<file path="src/rtl/dcp_pkg.sv">
`default_nettype none
package dcp_pkg;

  // number format
  localparam int COORD_WIDTH = 32;
  localparam int FRAC_BITS   = 16;

  // derived datapath widths
  localparam int DIFF_W   = COORD_WIDTH + 1;
  localparam int SQ_W     = 2 * DIFF_W;
  localparam int ROOT_W   = DIFF_W;
  localparam int REM_W    = ROOT_W + 2;
  localparam int TARGET_W = COORD_WIDTH - 1;
  localparam int STIFF_W  = 17;
  localparam int EPS_W    = 16;
  localparam int ERR_W    = ROOT_W;
  localparam int GAIN_W   = ERR_W + STIFF_W - 16;
  localparam int Q_W      = FRAC_BITS + 1;
  localparam int MOVE_W   = GAIN_W + Q_W - FRAC_BITS;

  // configuration registers
  localparam int CFG_IDX_W = 1;
  localparam int CFG_DATA_W = STIFF_W;
  localparam logic [CFG_IDX_W-1:0] REG_STIFFNESS = 1'b0;
  localparam logic [CFG_IDX_W-1:0] REG_EPSILON   = 1'b1;
  localparam logic [STIFF_W-1:0] STIFF_RESET = 17'd65536;
  localparam logic [EPS_W-1:0]   EPS_RESET   = 16'd66;

  typedef struct packed {
    logic signed [COORD_WIDTH-1:0] first_x;
    logic signed [COORD_WIDTH-1:0] first_y;
    logic signed [COORD_WIDTH-1:0] second_x;
    logic signed [COORD_WIDTH-1:0] second_y;
    logic [TARGET_W-1:0]           rest_length;
    logic                          first_pinned;
    logic                          second_pinned;
  } item_t;

  typedef struct packed {
    logic signed [COORD_WIDTH-1:0] first_dx;
    logic signed [COORD_WIDTH-1:0] first_dy;
    logic signed [COORD_WIDTH-1:0] second_dx;
    logic signed [COORD_WIDTH-1:0] second_dy;
    logic [COORD_WIDTH-1:0]        abs_error;
    logic                          satisfied;
  } result_t;

  // sideband carried through the square root pipeline
  typedef struct packed {
    logic [DIFF_W-1:0]   ax;
    logic [DIFF_W-1:0]   ay;
    logic                nx;
    logic                ny;
    logic [TARGET_W-1:0] target;
    logic                pin1;
    logic                pin2;
  } sq_side_t;

  // sideband carried through the divider pipeline
  typedef struct packed {
    logic [GAIN_W-1:0] gain;
    logic [ERR_W-1:0]  aerr;
    logic              nerr;
    logic              nx;
    logic              ny;
    logic              pin1;
    logic              pin2;
    logic              sat;
  } div_side_t;

endpackage
`default_nettype wire

</file>
<file path="src/rtl/dcp_div.sv">
`default_nettype none
module dcp_div import dcp_pkg::*; (
  input  wire logic              clk,
  input  wire logic              rst,
  input  wire logic              en,
  input  wire logic              in_valid,
  input  wire logic [ROOT_W-1:0] num_x,
  input  wire logic [ROOT_W-1:0] num_y,
  input  wire logic [ROOT_W-1:0] den,
  input  wire div_side_t         in_side,
  output logic                   out_valid,
  output logic [Q_W-1:0]         ux,
  output logic [Q_W-1:0]         uy,
  output div_side_t              out_side
);

  // stage registers, one quotient bit per stage for both lanes
  logic              vld  [1:Q_W];
  logic [ROOT_W-1:0] rx   [1:Q_W];
  logic [ROOT_W-1:0] ry   [1:Q_W];
  logic [Q_W-1:0]    qx   [1:Q_W];
  logic [Q_W-1:0]    qy   [1:Q_W];
  logic [ROOT_W-1:0] dd   [1:Q_W];
  div_side_t         side [1:Q_W];

  for (genvar j = 0; j < Q_W; j++) begin : g_step
    logic              vld_i;
    logic [ROOT_W-1:0] rx_i;
    logic [ROOT_W-1:0] ry_i;
    logic [Q_W-1:0]    qx_i;
    logic [Q_W-1:0]    qy_i;
    logic [ROOT_W-1:0] d_i;
    div_side_t         side_i;
    logic [ROOT_W:0]   tx;
    logic [ROOT_W:0]   ty;
    logic [ROOT_W:0]   dw;
    logic              gex;
    logic              gey;

    if (j == 0) begin : g_first
      assign vld_i  = in_valid;
      assign rx_i   = num_x;
      assign ry_i   = num_y;
      assign qx_i   = '0;
      assign qy_i   = '0;
      assign d_i    = den;
      assign side_i = in_side;
      assign tx     = {1'b0, rx_i};
      assign ty     = {1'b0, ry_i};
    end else begin : g_next
      assign vld_i  = vld[j];
      assign rx_i   = rx[j];
      assign ry_i   = ry[j];
      assign qx_i   = qx[j];
      assign qy_i   = qy[j];
      assign d_i    = dd[j];
      assign side_i = side[j];
      assign tx     = {rx_i, 1'b0};
      assign ty     = {ry_i, 1'b0};
    end

    // restoring compare and subtract per lane
    always_comb begin
      dw  = {1'b0, d_i};
      gex = (tx >= dw);
      gey = (ty >= dw);
    end

    always_ff @(posedge clk) begin
      if (rst) begin
        vld[j+1] <= 1'b0;
      end else if (en) begin
        vld[j+1] <= vld_i;
      end
    end

    always_ff @(posedge clk) begin
      if (en) begin
        rx[j+1]   <= gex ? ROOT_W'(tx - dw) : ROOT_W'(tx);
        ry[j+1]   <= gey ? ROOT_W'(ty - dw) : ROOT_W'(ty);
        qx[j+1]   <= {qx_i[Q_W-2:0], gex};
        qy[j+1]   <= {qy_i[Q_W-2:0], gey};
        dd[j+1]   <= d_i;
        side[j+1] <= side_i;
      end
    end
  end

  assign out_valid = vld[Q_W];
  assign ux        = qx[Q_W];
  assign uy        = qy[Q_W];
  assign out_side  = side[Q_W];

endmodule
`default_nettype wire

</file>
<file path="config.mk">
export PLATFORM = sky130hd
export DESIGN_NAME = dcp_div
export DESIGN_NICKNAME = d
export VERILOG_FILES = /design/src/rtl/dcp_pkg.sv /design/src/rtl/dcp_div.sv
export SDC_FILE = /design/constraint.sdc
export NUM_CORES = 2
export LEC_CHECK = 0
export BUFFER_PORTS_ARGS = -buffer_cell sky130_fd_sc_hd__buf_2
export CORE_MARGIN = 3
export CORE_UTILIZATION = 33
export CTS_CLUSTER_SIZE = 16
export DETAILED_ROUTE_END_ITERATION = 16
export PLACE_DENSITY_LB_ADDON = 0.15
export SYNTH_ARGS = -nofsm -noshare
export SYNTH_HDL_FRONTEND = slang
export SYNTH_SLANG_ARGS = --single-unit
</file>
<file path="constraint.sdc">
create_clock -name clk -period 6.3 [get_ports clk]
set_input_delay 0.945 -clock clk [delete_from_list [all_inputs] [get_ports clk]]
set_output_delay 0.945 -clock clk [all_outputs]
set_load 0.01 [all_outputs]
</file>
=== After elaboration in Yosys (flattened, before gate mapping) ===
Memories as Yosys holds them, arrays and structs flattened.
Index checks and enable logic that the tools add are counted.

* Bits in registers: 0
* Memory bits (writable): 3,519
* Input bits: 176
* Output and inout bits: 108
* Memories: 7

{| class="wikitable"
|+ Memory list
! memory !! words !! width !! read ports !! clocked after memory_dff !! wr ports !! line !! text
|-
| side || 17 || 73 || 17 || 0 || 17 || dcp_div.sv:24 || <nowiki>div_side_t side [1:Q_W];</nowiki>
|-
| dd || 17 || 33 || 16 || 0 || 17 || dcp_div.sv:23 || <nowiki>logic [ROOT_W-1:0] dd [1:Q_W];</nowiki>
|-
| rx || 17 || 33 || 16 || 0 || 17 || dcp_div.sv:19 || <nowiki>logic [ROOT_W-1:0] rx [1:Q_W];</nowiki>
|-
| ry || 17 || 33 || 16 || 0 || 17 || dcp_div.sv:20 || <nowiki>logic [ROOT_W-1:0] ry [1:Q_W];</nowiki>
|-
| qx || 17 || 17 || 17 || 0 || 17 || dcp_div.sv:21 || <nowiki>logic [Q_W-1:0] qx [1:Q_W];</nowiki>
|-
| qy || 17 || 17 || 17 || 0 || 17 || dcp_div.sv:22 || <nowiki>logic [Q_W-1:0] qy [1:Q_W];</nowiki>
|-
| 1 more memories || n/a || n/a || n/a || n/a || n/a || n/a ||
|}

* Add/sub/neg operators: 34
* Magnitude comparators: 34
* Mux-type cells: 57
* Bitwise logic cells: 17

{| class="wikitable"
|+ Operators by type and width
! cell !! count
|-
| 2-to-1 mux 33 bit || 34
|-
| subtractor 33 bit || 34
|-
| greater-or-equal comparator 34 x 33 -> 1 bit || 32
|-
| greater-or-equal comparator 33 bit || 2
|-
| 2-to-1 mux 1 bit || 23
|-
| bitwise OR 1 bit || 17
|}

=== Logic depth before layout (Yosys ltp) ===
* Depth in word-level cells: 4
* Mapped depth: 16
* Mapped depth without buffers: 14

=== Least setup slack after synthesis ===
OpenSTA, ideal clock, no wires.

* Kind: in2reg
* Start point: in den[4]
* End point: reg ry[0][40] (netlist name)
* Setup time: 0.262 ns
* Data arrival time: 3.910 ns
* Data required time: 6.038 ns
* Slack: 2.128 ns
* Cell stages on the path: 13
* Buffers on the path: 1
* Cells stage by stage: inv_1 -> ha_1 -> or4_1 -> o21ai_2 -> nand2b_1 -> a21oi_1 -> a211oi_2 -> a21oi_1 -> a311o_1 -> a31o_2 -> a21oi_4 -> buf_4 -> mux2_1

{| class="wikitable"
|+ RTL lines
! element !! line !! text
|-
| from (decl) || dcp_div.sv:9 || <nowiki>input wire logic [ROOT_W-1:0] den,</nowiki>
|}

==> metrics.txt <==
status finished clean; Synth Cell Area roughly 160000 µm²; clock buffer depth 4; Syn Inst Count approximately 13000; Top Ports between 200 and 300; Worst Hold Class in -> reg; clock root buffer clkbuf_16; die span in x between 700 and 800 µm; Warnings, synthesis 0; num rows 256; Critical Path Start Type register; NumNets Final 15000; Period Utilization, post-route 77.2%; post-detail-place hpwl between 300000 and 400000 µm; Setup Fix Bufs, Post-CTS 0; Max Clk Rate a little over 0.2 GHz; gr usage total 16.1%; top post-synthesis cells by area edfxtp_1 58%, ha_1 8.7%, a21oi_1 3.9%; HP Start in_side[38]; CTS tree done; vias per std cell roughly 4.9; crit path kind reg -> reg; Critical Path RT around 7.0 ns; Hold Path End side[0][111]; post-layout minimum cycle time 4.86 ns; Final Hold Fails 0; GPL Wtd Cong 0.884; Mapped Nets 14600; DRT antenna net count 0; DR DRC count 0; drt total wl between 400000 and 500000 µm; share of Yosys cell area claimed by the top area cell type 58.4%; number of synthesized flops with an enable pin ~3100; Worst-path clk slew ~0.06 ns; Final Max Slew Viols 0; R2R Path Start dd[0][34]; largest net degree at the start of global routing ~170; PwrDens between 500 and 600 nW/µm²; number of hold buffers added after cts 0; DR iter-0 viols roughly 5800; max cap viols 0; RSZ-0062 raised after global routing false; measured slew at the worst slew-check pin between 1 and 1.5 ns; share of layout cells above drive strength 1 around 9.9%; Synth Register Bits roughly 3100; asr flop ratio synth 0%; Hold WS 0.158 ns; first-pass GRT wire length between 600000 and 700000 µm; drt pass-1 iters 6; Yosys cell types 90; hold path cells 1; CTS Buf Count 368; Avg WL per Cell approximately 20 µm; Starting Density about a third; Synth Flop Type edfxtp_1; Peak VDD IR approximately 0.00024 V; vias in the first global route 105000; Lkg Pwr between 70 and 80 nW; syn_area_per_cell roughly 12 µm²; Crit. End Element register; clk sinks about 3100; post-synth top area cell edfxtp_1; relative slew slack between 10% and 20%; Critical Path AT between 5 and 6 ns; CTS HTree Levels 5; total die area 499000 µm²; setup violators final 0; area of the core 487000 µm²; Die Height ~700 µm; post-cts resize count 0; worst flop-to-flop path endpoint ry[0][93]; P&R area growth vs syn 13.3%; setup TNS 0 ns; Clock Skew approximately 0.078 ns; total gr overflow 0; initial antenna violation count 11; I/O Buffers 283; Vias around 100k; r2r worst-path depth 13; worst-path fanout max 4; Clock Latency Late Sink between 0.9 and 1 ns; post-synthesis sequential area ratio 58.4%; Reg2Reg Setup Slack between 1 and 1.5 ns
cells in the final DEF, fill, tap and decap left out, drive strengths merged, types with 32 or more instances in the layout:
| cell | n |
|---|---|
| a31oi | 101 |
| o21ai | 825 |
| or2 | 34 |
| o21bai | 166 |
| a211oi | 72 |
| a21boi | 43 |
| nand2 | 828 |
| nor3 | 136 |
| fa | 32 |
| edfxtp | 3148 |
| nand2b | 142 |
| nor4 | 36 |
| nand3 | 194 |
| ha | 1120 |
| inv | 867 |
| and3 | 89 |
| clkbuf | 448 |
| nor2 | 860 |
| clkinv | 159 |
| o21a | 142 |
| a21oi | 1251 |
| xnor2 | 564 |
| buf | 400 |
| xor2 | 351 |
| and2 | 74 |
| or3 | 32 |
| nor2b | 168 |
| nand4 | 158 |
| mux2 | 381 |
| o211ai | 37 |
| o31ai | 85 |
| a21o | 574 |
state kept, by name (all words and copies together) (netlist names):
name / cells
dd: 528
qx: 153
qy: 153
rx: 528
ry: 528
side: 1241
vld: 17
worst max-delay path by stage:
stage | from | to | cells after the start
5_1_grt | dd[0][297] | ry[0][361] | 12
4_1_cts | dd[0][429] | rx[0][476] | 12
3_5_place_dp | den[1] | rx[0][36] | 15
6_report | dd[0][34] | ry[0][93] | 13
2_1_floorplan | den[4] | ry[0][40] | 13
3_3_place_gp | den[1] | rx[0][36] | 15
cell usage after synthesis, types with 158 or more instances:
| cell | n |
|---|---|
| inv_1 | 857 |
| ha_1 | 1120 |
| nand2_1 | 828 |
| nor2b_1 | 168 |
| o21bai_1 | 166 |
| a21oi_1 | 1249 |
| clkbuf_1 | 244 |
| mux2_2 | 380 |
| nand3_1 | 194 |
| xnor2_1 | 564 |
| edfxtp_1 | 3148 |
| a21o_1 | 574 |
| o21ai_0 | 806 |
| nand4_1 | 158 |
| xor2_1 | 351 |
| nor2_1 | 860 |
stage by stage:
step / cells / setup slack, ns / instance area [µm²] / util (%) / power (W)
after global placement: 19800 / 1.12 / 172000 / 35.2 / 0.0725
final: 20400 / 1.44 / 183000 / 37.6 / 0.0929
after global routing: 20400 / 1.15 / 183000 / 37.6 / 0.0996
after CTS: 20400 / 1.37 / 183000 / 37.6 / 0.0941
after floorplan: 13200 / 2.13 / 162000 / - / 0.0605
after detailed placement: 19800 / 1.14 / 172000 / 35.2 / 0.0725
worst max-delay path, stage by stage (launching register included):
cell       delay [ns]
edfxtp_1         0.46
inv_1            0.09
ha_1             0.30
nor2b_1          0.13
o21a_1           0.14
o21ai_0          0.18
a2111oi_0        1.06
o311ai_0         0.38
a21boi_0         0.56
o21ai_0          0.28
o21bai_1         0.48
a31oi_1          0.17
xnor2_1          0.14
mux2_2           0.26
cell families after synthesis:
logic type	Yosys count	share of synthesized area (%)
multiplexers	404	2.79
adder cells (fa/ha/maj)	1152	9.06
AND/OR/NAND/NOR	2839	8.22
AO/OA/AOI/OAI	3614	13.8
buffers and inverters	1151	2.70
flip-flops	3148	58.4
XOR/XNOR	915	4.95
routing by layer:
layer | wire (µm) | global-route usage, % | part of all wire, %
met5 | 13 | 0 | 0.0032
met4 | 23100 | 8.00 | 5.6
met3 | 12600 | 1.99 | 3.1
met2 | 212000 | 29.9 | 52
met1 | 163000 | 18.0 | 40
power by group:
| group | total, W | leakage, nW | switching [W] | internal [W] |
|---|---|---|---|---|
| combinational | 0.0390 | 34.6 | 0.0226 | 0.0164 |
| clock | 0.0208 | 5.66 | 0.00882 | 0.0120 |
| sequential | 0.0331 | 30.8 | 0.00313 | 0.0300 |
| total | 0.0929 | 71.1 | 0.0346 | 0.0583 |
cell type report:
cell class                      count  area (µm²)
Fill cell                       47100      304000
Sequential cell                  3148       94500
Multi-Input combinational cell   8924       63100
Clock buffer                      448        9550
Tap cell                         6450        8070
Inverter                          857        3220
Timing Repair Buffer              400        2650
Clock inverter                    211        2170
Antenna cell                        4        10.0
Note: power is estimated with default switching activity, not from simulation.
